`src/rtl/qws_pkg.sv`:
```
// Shared types and constants of the quote-aware word splitter.
// Holds the payload structs, the parser state enums and the byte codes.
// No dependencies.
package qws_pkg;

    // Width of a word counter; it holds WORD_LIMIT itself.
    localparam int CNT_W = 6;
    localparam logic [CNT_W-1:0] WORD_LIMIT = 6'd32;

    // Configuration register indexes.
    localparam logic CFG_SEPARATOR_SET = 1'b0;
    localparam logic CFG_MAX_WORDS     = 1'b1;

    // Byte codes.
    localparam logic [7:0] CH_SPACE  = 8'h20;
    localparam logic [7:0] CH_TAB    = 8'h09;
    localparam logic [7:0] CH_CR     = 8'h0D;
    localparam logic [7:0] CH_LF     = 8'h0A;
    localparam logic [7:0] CH_EQUALS = 8'h3D;
    localparam logic [7:0] CH_COMMA  = 8'h2C;
    localparam logic [7:0] CH_BSLASH = 8'h5C;
    localparam logic [7:0] CH_SQUOTE = 8'h27;
    localparam logic [7:0] CH_DQUOTE = 8'h22;

    typedef enum logic [1:0] {
        PH_LEAD,
        PH_WORD,
        PH_BETWEEN,
        PH_QPEND
    } phase_t;

    typedef enum logic [1:0] {
        Q_NONE,
        Q_SINGLE,
        Q_DOUBLE
    } quote_t;

    typedef struct packed {
        logic [7:0] byte_value;
        logic       last_byte;
    } item_t;

    typedef struct packed {
        logic             word_byte;
        logic [7:0]       byte_out;
        logic [4:0]       word_index;
        logic             word_closed;
        logic             done_res;
        logic [CNT_W-1:0] word_count;
        logic             limit_hit;
    } result_t;

    // A byte after classification by the front end.
    typedef struct packed {
        logic [7:0] byte_value;
        logic       last_byte;
        logic       is_sep;
        quote_t     quote;
        logic       is_escape;
    } cls_t;

    // Configuration as seen by the front and back ends.
    typedef struct packed {
        logic             separator_set;
        logic [CNT_W-1:0] word_limit;
    } cfg_t;

endpackage

```
`src/rtl/qws_front.sv`:
```
// Front end of the word splitter: accepts bytes, classifies them and
// holds them in a two-beat queue for the back end. Depends on qws_pkg.
module qws_front
    import qws_pkg::*;
(
    input  logic  clk,
    input  logic  rst_n,
    input  cfg_t  cfg,
    input  logic  push,
    output logic  full,
    input  item_t item,
    output logic  cls_valid,
    input  logic  cls_take,
    output cls_t  cls
);

    cls_t       mem_reg [2];
    logic [1:0] count_reg;
    logic [1:0] count_next;
    cls_t       cls_new;
    logic       wr;
    logic       rd;

    always_comb
    begin
        cls_new.byte_value = item.byte_value;
        cls_new.last_byte  = item.last_byte;
        cls_new.is_sep     = (item.byte_value == CH_SPACE) || (item.byte_value == CH_TAB)
                          || (item.byte_value == CH_CR) || (item.byte_value == CH_LF)
                          || (cfg.separator_set ? (item.byte_value == CH_COMMA)
                                                : (item.byte_value == CH_EQUALS));
        if (item.byte_value == CH_SQUOTE)
        begin
            cls_new.quote = Q_SINGLE;
        end
        else if (item.byte_value == CH_DQUOTE)
        begin
            cls_new.quote = Q_DOUBLE;
        end
        else
        begin
            cls_new.quote = Q_NONE;
        end
        cls_new.is_escape = (item.byte_value == CH_BSLASH);
    end

    assign full      = (count_reg == 2'd2);
    assign cls_valid = (count_reg != 2'd0);
    assign cls       = mem_reg[0];
    assign wr        = push && !full;
    assign rd        = cls_take && cls_valid;

    always_comb
    begin
        count_next = count_reg;
        if (wr && !rd)
        begin
            count_next = count_reg + 2'd1;
        end
        else if (rd && !wr)
        begin
            count_next = count_reg - 2'd1;
        end
    end

    always_ff @(posedge clk or negedge rst_n)
    begin
        if (!rst_n)
        begin
            count_reg <= 2'd0;
        end
        else
        begin
            count_reg <= count_next;
        end
    end

    // A read together with a write only happens with one beat held, so the
    // new beat goes straight to the head.
    always_ff @(posedge clk)
    begin
        if (rd)
        begin
            if (wr)
            begin
                mem_reg[0] <= cls_new;
            end
            else
            begin
                mem_reg[0] <= mem_reg[1];
            end
        end
        else if (wr)
        begin
            mem_reg[count_reg[0]] <= cls_new;
        end
    end

endmodule

```
`src/rtl/qws_back.sv`:
```
// Back end of the word splitter: runs the per-line parser state machine
// on classified bytes and queues results in a two-beat output queue.
// Depends on qws_pkg.
module qws_back
    import qws_pkg::*;
(
    input  logic    clk,
    input  logic    rst_n,
    input  cfg_t    cfg,
    input  logic    cls_valid,
    output logic    cls_take,
    input  cls_t    cls,
    output logic    empty,
    input  logic    pop,
    output result_t result
);

    phase_t           phase_reg;
    phase_t           phase_next;
    quote_t           quote_reg;
    quote_t           quote_next;
    logic             esc_reg;
    logic             esc_next;
    logic [CNT_W-1:0] words_reg;
    logic [CNT_W-1:0] words_next;
    logic             stop_reg;
    logic             stop_next;

    result_t          res_new;
    result_t          mem_reg [2];
    logic [1:0]       count_reg;
    logic [1:0]       count_next;
    logic             rd;
    logic             inword;
    logic [CNT_W-1:0] words_m1;

    assign cls_take = cls_valid && (count_reg != 2'd2);
    assign rd       = pop && !empty;
    assign empty    = (count_reg == 2'd0);
    assign result   = mem_reg[0];

    always_comb
    begin
        phase_next = phase_reg;
        quote_next = quote_reg;
        esc_next   = esc_reg;
        words_next = words_reg;
        stop_next  = stop_reg;
        inword     = 1'b0;
        res_new.word_byte   = 1'b0;
        res_new.word_closed = 1'b0;

        if (stop_reg)
        begin
            // Bytes after the word limit are dropped.
        end
        else if (esc_reg)
        begin
            esc_next          = 1'b0;
            res_new.word_byte = 1'b1;
        end
        else
        begin
            unique case (phase_reg) inside
                PH_LEAD, PH_BETWEEN:
                begin
                    if (!cls.is_sep)
                    begin
                        if (cls.quote != Q_NONE)
                        begin
                            quote_next = cls.quote;
                            phase_next = PH_QPEND;
                        end
                        else
                        begin
                            inword = 1'b1;
                        end
                    end
                end
                PH_WORD, PH_QPEND:
                begin
                    inword = 1'b1;
                end
                default:
                begin
                    inword = 1'b1;
                end
            endcase
        end

        // Opening a new word checks the word limit.
        if (inword && (phase_next != PH_WORD))
        begin
            if ((words_reg != '0) && (words_reg >= cfg.word_limit))
            begin
                stop_next = 1'b1;
                inword    = 1'b0;
            end
            else
            begin
                words_next = words_reg + CNT_W'(1);
                phase_next = PH_WORD;
            end
        end

        if (inword)
        begin
            if (cls.is_escape && !cls.last_byte)
            begin
                esc_next          = 1'b1;
                res_new.word_byte = 1'b1;
            end
            else if ((quote_next != Q_NONE) && (cls.quote == quote_next))
            begin
                quote_next          = Q_NONE;
                phase_next          = PH_BETWEEN;
                res_new.word_closed = 1'b1;
            end
            else if ((quote_next == Q_NONE) && cls.is_sep)
            begin
                phase_next          = PH_BETWEEN;
                res_new.word_closed = 1'b1;
            end
            else
            begin
                res_new.word_byte = 1'b1;
            end
        end

        // Line end closes an open word, or the empty first word.
        if (cls.last_byte && !stop_next)
        begin
            if (phase_next == PH_WORD)
            begin
                res_new.word_closed = 1'b1;
            end
            else if ((words_next == '0)
                     && ((phase_next == PH_LEAD) || (phase_next == PH_QPEND)))
            begin
                words_next          = {{(CNT_W-1){1'b0}}, 1'b1};
                res_new.word_closed = 1'b1;
            end
        end

        words_m1           = words_next - CNT_W'(1);
        res_new.byte_out   = cls.byte_value;
        res_new.word_index = (words_next == '0) ? 5'd0 : words_m1[4:0];
        res_new.done_res   = cls.last_byte;
        res_new.word_count = cls.last_byte ? words_next : '0;
        res_new.limit_hit  = stop_next;

        if (cls.last_byte)
        begin
            phase_next = PH_LEAD;
            quote_next = Q_NONE;
            esc_next   = 1'b0;
            words_next = '0;
            stop_next  = 1'b0;
        end
    end

    always_ff @(posedge clk or negedge rst_n)
    begin
        if (!rst_n)
        begin
            phase_reg <= PH_LEAD;
            quote_reg <= Q_NONE;
            esc_reg   <= 1'b0;
            words_reg <= '0;
            stop_reg  <= 1'b0;
        end
        else if (cls_take)
        begin
            phase_reg <= phase_next;
            quote_reg <= quote_next;
            esc_reg   <= esc_next;
            words_reg <= words_next;
            stop_reg  <= stop_next;
        end
    end

    always_comb
    begin
        count_next = count_reg;
        if (cls_take && !rd)
        begin
            count_next = count_reg + 2'd1;
        end
        else if (rd && !cls_take)
        begin
            count_next = count_reg - 2'd1;
        end
    end

    always_ff @(posedge clk or negedge rst_n)
    begin
        if (!rst_n)
        begin
            count_reg <= 2'd0;
        end
        else
        begin
            count_reg <= count_next;
        end
    end

    // A pop together with a new result only happens with one result held,
    // so the new result goes straight to the head.
    always_ff @(posedge clk)
    begin
        if (rd)
        begin
            if (cls_take)
            begin
                mem_reg[0] <= res_new;
            end
            else
            begin
                mem_reg[0] <= mem_reg[1];
            end
        end
        else if (cls_take)
        begin
            mem_reg[count_reg[0]] <= res_new;
        end
    end

endmodule

```
`src/rtl/quote_aware_word_splitter_top.sv`:
```
// Top level of the quote-aware word splitter: configuration registers and
// the front and back ends. Depends on qws_pkg, qws_front and qws_back.
//
// Usage. Text bytes enter as beats on a queue-like input: a beat is taken
// at a clock edge where push is high and full is low. Results leave the
// same way: while empty is low the oldest result sits on the result port,
// and it is taken at an edge where pop is high. Each byte beat yields
// exactly one result beat, in order.
// Configuration goes through cfg_valid/cfg_ready with cfg_index and
// cfg_data; cfg_ready is always high. Index 0 selects the separator set,
// index 1 the word limit. Write it only while no line bytes are in flight.
// A byte is registered in the front end's queue and its result in the back
// end's output queue, from whose head the result port is driven.
// Throughput is one byte per cycle while push stays high and the receiver
// keeps popping; the back end state machine updates once per byte, and the
// two-beat queues on both sides of it buffer a stall on either side.
// When the receiver stops popping, the output queue fills, then the inner
// queue, and then full rises; nothing is lost. Reset clears both queues,
// the parser state and the registers (comma off, limit 32).
module quote_aware_word_splitter_top
    import qws_pkg::*;
(
    input  logic             clk,
    input  logic             rst_n,
    input  logic             push,
    output logic             full,
    input  item_t            item,
    output logic             empty,
    input  logic             pop,
    output result_t          result,
    input  logic             cfg_valid,
    output logic             cfg_ready,
    input  logic             cfg_index,
    input  logic [CNT_W-1:0] cfg_data
);

    logic             separator_set_reg;
    logic [CNT_W-1:0] max_words_reg;
    cfg_t             cfg;
    logic             cls_valid;
    logic             cls_take;
    cls_t             cls;

    assign cfg_ready = 1'b1;

    always_ff @(posedge clk or negedge rst_n)
    begin
        if (!rst_n)
        begin
            separator_set_reg <= 1'b0;
            max_words_reg     <= WORD_LIMIT;
        end
        else if (cfg_valid && cfg_ready)
        begin
            unique case (cfg_index)
                CFG_SEPARATOR_SET:
                begin
                    separator_set_reg <= cfg_data[0];
                end
                CFG_MAX_WORDS:
                begin
                    max_words_reg <= cfg_data;
                end
                default:
                begin
                end
            endcase
        end
    end

    // The effective limit clamps a zero limit to one and caps it at WORD_LIMIT.
    always_comb
    begin
        cfg.separator_set = separator_set_reg;
        if (max_words_reg == '0)
        begin
            cfg.word_limit = {{(CNT_W-1){1'b0}}, 1'b1};
        end
        else if (max_words_reg > WORD_LIMIT)
        begin
            cfg.word_limit = WORD_LIMIT;
        end
        else
        begin
            cfg.word_limit = max_words_reg;
        end
    end

    qws_front u_front
    (
        .clk       (clk),
        .rst_n     (rst_n),
        .cfg       (cfg),
        .push      (push),
        .full      (full),
        .item      (item),
        .cls_valid (cls_valid),
        .cls_take  (cls_take),
        .cls       (cls)
    );

    qws_back u_back
    (
        .clk       (clk),
        .rst_n     (rst_n),
        .cfg       (cfg),
        .cls_valid (cls_valid),
        .cls_take  (cls_take),
        .cls       (cls),
        .empty     (empty),
        .pop       (pop),
        .result    (result)
    );

endmodule

```
`config.mk`:
```
export PLATFORM = sky130hd
export DESIGN_NAME = quote_aware_word_splitter_top
export DESIGN_NICKNAME = d
export VERILOG_FILES = /design/src/rtl/qws_pkg.sv /design/src/rtl/qws_front.sv /design/src/rtl/qws_back.sv /design/src/rtl/quote_aware_word_splitter_top.sv
export SDC_FILE = /design/constraint.sdc
export NUM_CORES = 1
export LEC_CHECK = 0
export BUFFER_PORTS_ARGS = -buffer_cell sky130_fd_sc_hd__buf_4
export CAP_MARGIN = 40
export CORE_MARGIN = 1.5
export CORE_UTILIZATION = 56
export CTS_CLUSTER_SIZE = 16
export DETAILED_ROUTE_END_ITERATION = 8
export PLACE_DENSITY_LB_ADDON = 0.25
export SYNTH_ARGS = -nofsm -noshare
export SYNTH_HDL_FRONTEND = slang
export SYNTH_SLANG_ARGS = --single-unit
```
`constraint.sdc`:
```
create_clock -name clk -period 9.3 [get_ports clk]
set_clock_uncertainty 0.1 [all_clocks]
set_input_delay 0 -clock clk [delete_from_list [all_inputs] [get_ports clk]]
set_output_delay 0 -clock clk [all_outputs]
set_load 0.05 [all_outputs]
```
Word level (Yosys, flattened, before mapping)
Memories as Yosys holds them, arrays and structs flattened.
Index checks and enable logic that the tools add are counted.

storage, ports and cells
  memories kept = 2
  register bits = 23
  output and inout bits = 26
  memory bits (writable) = 72
  logic and storage cells = 173
  input bits = 21

memory list
  name             words  bits a word  rd ports  clocked after Yosys merged registers in  wr ports  line             RTL
  u_back.mem_reg   2      23           2         0                                        1         qws_back.sv:30   result_t mem_reg [2];
  u_front.mem_reg  2      13           2         0                                        1         qws_front.sv:17  cls_t mem_reg [2];

cells by class
  reduce and logical (&&, ||, !) cells = 46
  eq/ne operators = 16
  order comparisons = 2
  bitwise gates (word level) = 3
  mux-type cells = 89
  add/sub/neg operators = 6

operators by type and width
  cell                                                 count
  2-to-1 mux 2 bit                                     27
  2-to-1 mux 6 bit                                     9
  2-to-1 mux 1 bit                                     48
  2-to-1 mux 23 bit                                    2
  equality test 8 x 6 -> 1 bit, second input constant  5
  2-to-1 mux 13 bit                                    2
  equality test 8 x 4 -> 1 bit, second input constant  3
  OR reduction 23 bit                                  1
  zero test 6 bit                                      3
  logical AND 1 bit                                    15
  OR reduction 13 bit                                  1
  nonzero test 2 bit                                   5
  equality test 8 x 7 -> 1 bit, second input constant  1
  zero test 1 bit                                      8
  zero test 2 bit                                      4
  adder 6 x 1 -> 6 bit, second input constant          1
  equality test 2 bit, second input constant           3
  >= comparator 6 bit                                  1
  > comparator 6 bit, second input constant            1
  nonzero test 6 bit                                   1
  logical OR 1 bit                                     5
  2-to-1 mux 5 bit                                     1
  subtractor 5 x 1 -> 5 bit, second input constant     1
  adder 2 x 1 -> 2 bit, second input constant          2
  9 further kinds                                      12

Longest topological paths before layout
Gate-level depths: netlist (run 1).
An unclocked memory read counts as a cell.

  word-level depth = 24
  mapped depth = 20
  mapped depth without buffers = 19

Hierarchy
A second synthesis (run 1) with hierarchy kept.

unflattened totals
  cell total of the unflattened synthesis = 393
  area total of the unflattened synthesis = 4,626.9 um^2

modules (own cells, without submodules)
  module                         times used  cells each  area each (um^2)  seq. area each (um^2)
  qws_back                       1           285         3,054.2           1,731.7
  qws_front                      1           82          1,251.2           830.8
  quote_aware_word_splitter_top  1           26          321.6             176.4

Worst setup path before layout (run 1)
Ideal clock, no wire load.

  kind = register to register
  start = reg max_words_reg[1]
  end = mem u_back.mem_reg[0][13] (netlist name), data pin
  cell stages (with the launch flop) = 21
  library setup time = 275 ps
  period minus slack after synthesis = 4,199 ps
  data required time = 8,925 ps
  slack = 5,101 ps
  arrival = 3,824 ps
  path buffers = 1
  cell sequence = dfrtp_1 nor4_1 nor2_1 nor2_1 ha_1 nand2b_1 a21o_1 a21oi_1 o21a_1 buf_1 nor3_1 nor2_1 ha_1 inv_1 or3_1 o31ai_1 inv_1 ha_1 o21ai_0 xnor2_1 o21ai_0

between the ends
  cells in the longest elaborated chain, start to end = 21
  elaborated cells on any way between the ends = 34
  classes of those cells = add/sub (1); order compare (2); eq/ne (2); mux (20); reduce/logical (9)

RTL lines
  what                                                                 line                                 RTL
  from (decl)                                                          quote_aware_word_splitter_top.sv:38  logic [CNT_W-1:0] max_words_reg;
  from (signal assigned)                                               quote_aware_word_splitter_top.sv:62  max_words_reg <= cfg_data;
  > comparator 6 bit                                                   quote_aware_word_splitter_top.sv:79  else if (max_words_reg > WORD_LIMIT)
  2-to-1 mux 6 bit                                                     quote_aware_word_splitter_top.sv:79
  2-to-1 mux 6 bit (*)                                                 quote_aware_word_splitter_top.sv:75  if (max_words_reg == '0)
  >= comparator 6 bit (*)                                              qws_back.sv:94                       if ((words_reg != '0) && (words_reg >= cfg.word_limit))
  logical AND 1 bit (*)                                                qws_back.sv:94
  2-to-1 mux 2 bit                                                     qws_back.sv:94
  2-to-1 mux 2 bit                                                     qws_back.sv:92                       if (inword && (phase_next != PH_WORD))
  2-to-1 mux 2 bit                                                     qws_back.sv:119                      else if ((quote_next == Q_NONE) && cls.is_sep)
  [... 5 more ...]                                                     -
  logical AND 1 bit                                                    qws_back.sv:138                      && ((phase_next == PH_LEAD) || (phase_next == PH_QPEND)))
  2-to-1 mux 6 bit                                                     qws_back.sv:137                      else if ((words_next == '0)
  2-to-1 mux 6 bit                                                     qws_back.sv:133                      if (phase_next == PH_WORD)
  2-to-1 mux 6 bit (*)                                                 qws_back.sv:131                      if (cls.last_byte && !stop_next)
  subtractor 5 x 1 -> 5 bit / zero test 6 bit (equally long branches)  qws_back.sv:145, qws_back.sv:147
  2-to-1 mux 5 bit (*)                                                 qws_back.sv:147                      res_new.word_index = (words_next == '0) ? 5'd0 : words_m1[4:0];
  2-to-1 mux 23 bit (no line)                                          -
  2-to-1 mux 23 bit (no line) (*)                                      -
  to (decl)                                                            qws_back.sv:30

Mark *: on every way between the ends. The rest lies on a longest branch, timed or not.

Worst setup path in the final report (run 1)
  start = reg max_words_reg[2]
  end = mem u_back.mem_reg[0][12] (netlist name), data pin

The elaborated chain is that of the path after synthesis.

==> impl_metrics.tcl, run 1 <==
set metrics [dict create \
    dpl.hpwl_um 6745 \
    rsz0062_at_grt "no" \
    yosysWarnings 0 \
    ant_nets 0 \
    clkSinkCount 95 \
    arrival_ns 4.85 \
    drc 0 \
    async_flop_share_pct 24.21 \
    worstMarginPinSlew_ns 0.8089 \
    power.total_mw 2.227 \
    setup_viol 0 \
    initial_core_util_pct 58.76 \
    fin_crit_sh_pct 51.42 \
    maxCapViolCount 0 \
    synth_mux_area_share_pct 6.021 \
    clk_pin_slew_ns 0.10 \
    totalWireLength_um 9767 \
    synth_area_um2 4634 \
    path_class "reg2reg" \
    vias_per_cell 5.787 \
    fp.dieW_um 93.97 \
    synth-simple-area-share_pct 11.26 \
    slew_headroom_pct 45.58 \
    status "complete, no violations" \
    synth_area_per_cell_um2 11.76 \
    synth_top_family_by_area "compound AO/OA/AOI/OAI gates" \
    ir_worst_vdd_mv 0.3257 \
    num_vias 3293 \
    synth_fa_ha_area_share_pct 4.590 \
    powerDensity_nw_per_um2 403.3 \
    p_leak_nw 2.181 \
    hold_violations 0 \
    path_max_fanout 12 \
    layout-drive-gt1-share_pct 21.84 \
    die_h_um 93.97 \
    syn_nets 432 \
    min_period_ns 4.782 \
    cp-startpoint "max_words_reg[2]" \
    placementRows 32 \
    grt_max_degree 30 \
    instances_no_fill 569 \
    nNetsFinal 501 \
    area_growth_pct 19.14 \
    endpoint_kind "register" \
    ios 47 \
    gp_congestion 0.9200 \
    routedWlPerCell_um 17.17 \
    largest_register_ffs 46 \
    grt_overflow 0 \
    final_common_cell "edfxtp_1" \
    mostFrequentLayoutCells "edfxtp_1 (72), nand2_1 (53), buf_4 (52)" \
    synth_edf_count 72 \
    synth_area_leader_cell "edfxtp_1" \
    synthCells 394 \
    ys_top_cells_by_area "edfxtp_1 (47%), dfrtp_1 (12%), mux2_2 (5.6%), ha_1 (4.6%), nand2_1 (4.3%)" \
    grt_pass1_vias 3270 \
    dp.cells 534 \
    hold_path.class "in2reg" \
    synth_flop_cell "edfxtp_1" \
    required_ns 9.37 \
    htree_levels 3 \
    cts.path.max_buffers 2 \
    slew_viol_final 0 \
    synthDominantCellAreaShare_pct 46.65 \
    drt_iter0_drc 237 \
    rr_startpoint "max_words_reg[2]" \
    grt_usage_pct 24.46 \
    cts_buffers 9 \
    postCtsResizedCells 0 \
    holdCritStartpoint "item[5]" \
    insertion_delay_ns 0.36 \
    coreArea_um2 7888 \
    cp-start-kind "register" \
    holdWs_ns 0.0006451 \
    dieArea_um2 8830 \
    ys_ff_latch 95 \
    cts_tree "yes" \
    io_buffers 45 \
    tns_ns 0 \
    synth_compound_area_share_pct 13.12 \
    final_util_pct 70.00 \
    synth_cell_types 58 \
    antenna_found_initial 0 \
    root_buffer "clkbuf_8" \
    drtPass1Iterations 5 \
    grt_pass1_wl_um 16320 \
    fmax_mhz 209.1 \
    yosysSeqAreaShare_pct 59.10 \
    diodes 0 \
    synthXorXnorAreaFrac_pct 2.646 \
]
## per-stage QoR
| stage | setup WS (ns) | area [um2] |
|---|---|---|
| 2_1_floorplan | 5.101 | 4634 |
| 3_3_place_gp | 4.830 | 5092 |
| 3_5_place_dp | 4.591 | 5100 |
| 4_1_cts | 4.566 | 5507 |
| 5_1_grt | 3.975 | 5522 |
| 6_report | 4.518 | 5522 |
## synthesized netlist by cell type, types with 2 or more instances
master	n
clkbuf_1	9
nor2_1	19
nand3_1	3
o211ai_1	2
a21oi_1	23
ha_1	17
buf_4	2
nor2b_1	3
mux2_2	23
nand2b_1	5
xor2_1	4
or3_1	3
and3_1	2
buf_1	2
inv_1	22
edfxtp_1	72
mux2i_1	2
a21o_1	4
nand2_1	53
o31ai_1	9
nor4b_1	2
or2_2	2
o21ai_0	29
nor3b_1	2
nor3_1	7
nor4_1	3
o22ai_1	6
xnor2_1	10
a211oi_1	2
a31oi_1	2
dfrtp_1	22
o21a_1	2
## critical path, stage by stage (launching register included)
cell and delay, ns:
dfrtp_1 0.41, nor4_1 0.26, nor2_1 0.07, nor2_1 0.10, ha_1 0.23, nand2b_1 0.14, a21o_1 0.20, a21oi_1 0.56
o21a_1 0.51, nor3_1 0.11, nor2_1 0.12, ha_1 0.14, inv_1 0.06, or3_1 0.35, o31ai_1 0.35, inv_1 0.12
ha_1 0.22, inv_1 0.05, o21bai_1 0.14, o31ai_1 0.34
## per-layer routing
metal / wire [um] / global-route usage [%]
met5: 0 / 0
met2: 4970 / 42.09
met3: 492 / 4.693
met4: 98 / 5.721
met1: 4205 / 32.12
## repair_timing
action | 4_1_cts | 5_1_grt
hold endpoints to repair | 55 | 0
buffers inserted | 0 | 0
hold buffers | 19 | 0
## power breakdown
| part | internal, mW | switching, mW | total, mW | leakage, nW |
|---|---|---|---|---|
| logic | 0.384 | 0.720 | 1.10 | 1.08 |
| clock network | 0.152 | 0.147 | 0.299 | 0.102 |
| registers | 0.735 | 0.0881 | 0.823 | 0.994 |
## kinds of logic (layout without fill, tap and decap cells)
logic type / count (synthesis) / in the layout
and+or+nand+nor: 110 / 110
DFF: 95 / 95
other: 1 / 1
xor gates and xnor gates: 14 / 14
adders and majority gates: 17 / 17
AOI/OAI and AO/OA: 95 / 95
muxes: 25 / 25
buffers and inverters: 37 / 110
## layout make-up
type | count | area, um2
sequential | 95 | 2739
fill | 563 | 2366
multi-input combinational | 262 | 1757
timing repair buffer | 72 | 595.6
tap | 102 | 127.6
clock buffer | 9 | 123.9
clock inverter | 6 | 92.59
inverter | 23 | 86.33
## worst paths after layout
path | endpoint | slack (ns) | depth (start not counted)
max | u_back.mem_reg[0][12] | 4.52 | 19
min | u_front.mem_reg[1][2] | 0.0006 | 3
max reg2reg | u_back.mem_reg[0][12] | 4.52 | 19
min reg2reg | u_front.count_reg[1] | 0.41 | 1
max in group asynchronous | u_back.stop_reg | 8.05 | 4
min in group asynchronous | max_words_reg[5] | 0.02 | 2
No activity file was read; power rests on OpenSTA's default activity.
==> inputs of run 2 (changes only) <==
Settings changed: CORE_UTILIZATION 56 to 53.
Clock period 9.3 ns to 3.84 ns, I/O delays scaled along.
==> run 2 against run 1 <==
Non-clock buffer count up 25. Global-route usage down 1.3 points. Highest routed layer unchanged. Utilization down 0.44 points. Design area up 5.1%. Hold slack better by 0.036 ns. Fmax up 25%. Final cell count up 5.1%. Flip-flop and latch count unchanged. Via count up 3.2%. Clock-buffer cell count unchanged.
==> impl_metrics.tcl, run 2 (synthesized netlist as in run 1, its figures left out) <==
set metrics [dict create \
    status "complete, no violations" \
    mostFrequentLayoutCells "buf_4 (76), edfxtp_1 (72), nand2_1 (53)" \
    holdWs_ns 0.03666 \
    fmax_mhz 262.2 \
    grt_pass1_wl_um 16010 \
    placementRows 33 \
    grt_max_degree 24 \
    final_common_cell "buf_4" \
    cp-start-kind "register" \
    coreArea_um2 8341 \
    endpoint_kind "register" \
    diodes 0 \
    routedWlPerCell_um 17.07 \
    antenna_found_initial 0 \
    vias_per_cell 5.682 \
    path_max_fanout 5 \
    insertion_delay_ns 0.37 \
    htree_levels 3 \
    drt_iter0_drc 297 \
    min_period_ns 3.814 \
    required_ns 3.93 \
    path_class "reg2reg" \
    cts.path.max_buffers 2 \
    crit_slowest_cell "dfrtp_1" \
    io_buffers 45 \
    fp.dieW_um 96.51 \
    grt_usage_pct 23.15 \
    num_vias 3398 \
    root_buffer "clkbuf_8" \
    grt_pass1_vias 3342 \
    initial_core_util_pct 55.57 \
    dp.cells 554 \
    largest_register_ffs 46 \
    worstMarginPinSlew_ns 0.7427 \
    grt_overflow 0 \
    drc 0 \
    layout-drive-gt1-share_pct 29.82 \
    clkSinkCount 95 \
    slowest_delay_ns 0.40 \
    maxCapViolCount 0 \
    cts_buffers 9 \
    gp_congestion 0.9469 \
    setup_viol 0 \
    tns_ns 0 \
    ios 47 \
    hold_violations 0 \
    clk_pin_slew_ns 0.09 \
    arrival_ns 3.91 \
    instances_no_fill 598 \
    die_h_um 96.51 \
    dpl.hpwl_um 6703 \
    ant_nets 0 \
    slew_headroom_pct 49.79 \
    area_growth_pct 25.19 \
    cts_tree "yes" \
    dieArea_um2 9314 \
    hold_path.class "in2reg" \
    path_cells "nor4_2 -> nor2_1 -> nor2_1 -> ha_1 -> nand2b_4 -> a21o_1 -> a21o_1 -> a21o_1 -> nor2_2 -> nor2_1 -> ha_1 -> inv_2 -> or3_4 -> o31ai_4 -> inv_2 -> ha_4 -> inv_4 -> o21bai_4 -> o31ai_4" \
    rsz0062_at_grt "yes" \
    totalWireLength_um 10210 \
    fin_crit_sh_pct 99.33 \
    nNetsFinal 526 \
    drtPass1Iterations 4 \
    slew_viol_final 0 \
]
## run 2: worst max-delay path, delay by kind of cell (launching register included)
kind | cells | cell delay, ns
buffers and inverters | 3 | 0.20
and+or+nand+nor | 7 | 1.12
adders and majority gates | 3 | 0.71
AOI/OAI and AO/OA | 6 | 1.11
DFF | 1 | 0.40
## run 2: worst paths after layout
| kind | slack, ns | endpoint | start | cells past startpoint |
|---|---|---|---|---|
| min | 0.04 | u_front.mem_reg[1][0] | item[5] | 3 |
| min in group asynchronous | 0.55 | max_words_reg[5] | rst_n | 3 |
| min reg2reg | 0.42 | u_front.count_reg[1] | u_front.count_reg[1] | 1 |
| max reg2reg | 0.03 | u_back.mem_reg[0][12] | max_words_reg[2] | 19 |
| max in group asynchronous | 2.12 | u_back.esc_reg | rst_n | 5 |
| max | 0.03 | u_back.mem_reg[0][12] | max_words_reg[2] | 19 |
## run 2: metal layers
layer  share of wire [%]  global-route usage (%)  routed length, um
met1                  44                   30.60               4526
met2                  49                   37.12               4977
met3                 4.3                   3.756                442
met4                 2.5                   11.23                259
met5                   0                       0                  0
## run 2: repair_timing
action                     4_1_cts  5_1_grt
hold buffers                    20        0
setup endpoints to repair       10       12
hold endpoints to repair        55        0
pin swaps                        3        5
buffers inserted                 5        2
gates cloned                     0        0
gates resized for setup          6       21
## run 2: final cells by class
cell class / instances / area (um2)
flip-flops and latches: 95 / 2739
fillers: 613 / 2539
multi-input cells: 262 / 1872
repair buffers: 97 / 785.8
well taps: 105 / 131.4
clock buffers: 9 / 123.9
inverters: 23 / 88.84
clock inverters: 7 / 61.31
## run 2: metrics by stage
stage          util (%)  cell area (um2)  worst slack (ns)
5_1_grt           69.56             5802           -0.1290
3_3_place_gp      62.98             5253           0.05388
3_5_place_dp      62.98             5253          -0.08329
6_report          69.56             5802           0.02571
2_1_floorplan         -             4657          0.006954
4_1_cts           68.24             5692         -0.009583
Power of run 2 is left out: the tool's default activity adds up to more than one toggle a clock period on the data nets, which glitch-free logic cannot reach.
==> inputs of run 3 (changes only) <==
Settings changed: CORE_MARGIN 1.5 to not set, SYNTH_HIERARCHICAL set to 1.
==> run 3 against run 2 <==
The run now ends with negative setup slack left. Critical path depth shrank 1. Highest routed layer unchanged. Largest cell class unchanged. Die area shrank 2.2%. Final cell count shrank 0.17%. Clock-buffer cell count is the same. Setup slack lost 0.18 ns. Synthesized area shrank 0.16%. Register-to-register slack lost 0.18 ns. Non-clock buffer count shrank 1. Routed wire length shrank 10%.
==> impl_metrics.tcl, run 3 <==
set metrics [dict create \
    status "finished with violations" \
    violations "negative setup slack" \
    grt_pass1_vias 3211 \
    ys_ff_latch 95 \
    synthCells 393 \
    synth_cell_types 60 \
    grt_overflow 0 \
    arrival_ns 4.08 \
    grt_pass1_wl_um 15100 \
    async_flop_share_pct 24.21 \
    synth_area_um2 4627 \
    placementRows 33 \
    min_period_ns 3.996 \
    area_growth_pct 25.66 \
    ys_top_cells_by_area "edfxtp_1 (47%), dfrtp_1 (12%), nand2_1 (5.7%), ha_1 (4.6%), mux2_2 (3.9%)" \
    synth_flop_cell "edfxtp_1" \
    ios 47 \
    grt_usage_pct 21.97 \
    cts_buffers 9 \
    totalWireLength_um 9146 \
    nNetsFinal 525 \
    io_buffers 45 \
    maxCapViolCount 0 \
    syn_nets 431 \
    synth_area_per_cell_um2 11.77 \
    dieArea_um2 9108 \
    final_area_um2 5814 \
    routedWlPerCell_um 15.32 \
    grt_max_degree 24 \
    fp.dieW_um 95.44 \
    htree_levels 3 \
    synth.most_common_cell "edfxtp_1" \
    path_class "reg2reg" \
    insertion_delay_ns 0.37 \
    final_util_pct 69.71 \
    ys_top_cells_by_count "edfxtp_1 (72), nand2_1 (70), inv_1 (23)" \
    worstMarginPinSlew_ns 0.8020 \
    fillers 630 \
    cp-start-kind "register" \
    largest_register_ffs 46 \
    root_buffer "clkbuf_8" \
    tns_ns -1.265 \
    hold_path.class "in2reg" \
    vias_per_cell 5.546 \
    hold_violations 0 \
    clk_pin_slew_ns 0.10 \
    antenna_found_initial 0 \
    fin_crit_sh_pct 104.1 \
    dpl.hpwl_um 6170 \
    yosysSeqAreaShare_pct 59.19 \
    clkSinkCount 95 \
    endpoint_kind "register" \
    final_common_cell "buf_4" \
    drc 0 \
    rsz0062_at_grt "yes" \
    cts.path.max_buffers 2 \
    required_ns 3.93 \
    diodes 0 \
    layout-drive-gt1-share_pct 29.07 \
    fmax_mhz 250.3 \
    setup_viol 10 \
    yosysWarnings 6 \
    ant_nets 0 \
    synthDominantCellAreaShare_pct 46.73 \
    synth_edf_count 72 \
    coreArea_um2 8341 \
    slew_viol_final 0 \
    path_max_fanout 4 \
    synth_area_leader_cell "edfxtp_1" \
    gp_congestion 0.8821 \
    initial_core_util_pct 55.48 \
    die_h_um 95.44 \
    drt_iter0_drc 271 \
    setup_slack_ns -0.1559 \
    placed_cell_area_um2 5281 \
    drtPass1Iterations 5 \
    mostFrequentLayoutCells "buf_4 (73), edfxtp_1 (72), nand2_1 (67)" \
    slew_headroom_pct 46.29 \
    num_vias 3311 \
    cts_tree "yes" \
]
[run 3: cell types whose count changed after synthesis, moves of 3 or more]
cell | previous run | this run
o21ai_0 | 29 | 16
nand4_1 | 0 | 3
o31ai_1 | 9 | 3
nand2_1 | 53 | 70
a21oi_1 | 23 | 18
xor2_1 | 4 | 7
o2111ai_1 | 0 | 4
o21ai_1 | 0 | 7
a21o_1 | 4 | 0
nor2b_1 | 3 | 8
and3b_1 | 0 | 3
mux2_2 | 23 | 16
[run 3: cell type report]
type | instances | area (um2) | share of cell area, %
Sequential cell | 95 | 2739 | 47.11
Multi-Input combinational cell | 261 | 1853 | 31.87
Timing Repair Buffer | 96 | 795.8 | 13.69
Tap cell | 105 | 131.4 | 2.260
Clock buffer | 9 | 123.9 | 2.130
Inverter | 24 | 90.09 | 1.549
Clock inverter | 7 | 81.33 | 1.399
[run 3: per-stage QoR]
step	std cells	worst slack (ns)	hold slack, ns
floorplan	393	-0.2113	-0.3956
global placement	556	-0.08900	-0.1878
detailed placement	556	-0.2161	-0.1871
CTS	595	-0.1459	0.04593
global route	597	-0.3506	0.07609
finish	597	-0.1559	0.05266
[run 3: path summary, 6_finish.rpt]
| check | startpoint | to | slack [ns] | depth (start not counted) |
|---|---|---|---|---|
| min in group asynchronous | rst_n | max_words_reg[5] | 0.55 | 3 |
| setup reg to reg | max_words_reg[1] | u_back/mem_reg[1][12] | -0.16 | 18 |
| setup / recovery | max_words_reg[1] | u_back/mem_reg[1][12] | -0.16 | 18 |
| hold reg to reg | u_front/count_reg[1] | u_front/count_reg[1] | 0.41 | 1 |
| max in group asynchronous | rst_n | u_back/phase_reg[1] | 2.13 | 5 |
| hold / removal | pop | u_back/count_reg[0] | 0.05 | 4 |
[run 3: logic make-up after synthesis]
family | synth area share (%)
and+or+nand+nor | 13.90
DFF | 59.19
AOI/OAI and AO/OA | 10.90
buffers and inverters | 3.542
muxes | 4.759
adders and majority gates | 4.597
xor gates and xnor gates | 3.029
other | 0.08105
[run 3: timing repair]
item | in CTS | in global routing
pin swaps | 4 | 5
hold endpoints to repair | 57 | 0
gates resized for setup | 9 | 6
setup endpoints to repair | 10 | 14
setup buffers | 1 | 1
hold buffers | 22 | 0
[run 3: worst max-delay path, stage by stage (launching register included)]
cell	delay, ns
dfrtp_1	0.39
or4_4	0.53
a21oi_2	0.13
ha_1	0.23
nand2b_4	0.15
a21oi_4	0.16
o21ai_4	0.08
and3_4	0.20
nor3_4	0.12
nor2_1	0.07
ha_1	0.32
inv_1	0.08
nor4_2	0.28
a221oi_2	0.09
o21ai_1	0.13
a31oi_2	0.14
buf_4	0.18
and3b_1	0.19
o31ai_2	0.26
[run 3: metal layers]
metal  track usage [%]  part of all wire [%]  up-vias
met4             8.706                   1.7        0
met1             29.80                    45     1583
li1                  -                     -     1608
met5                 0                     0        -
met2             35.71                    48      102
met3             3.190                   4.9       18
Power of run 3 is left out for the same reason.
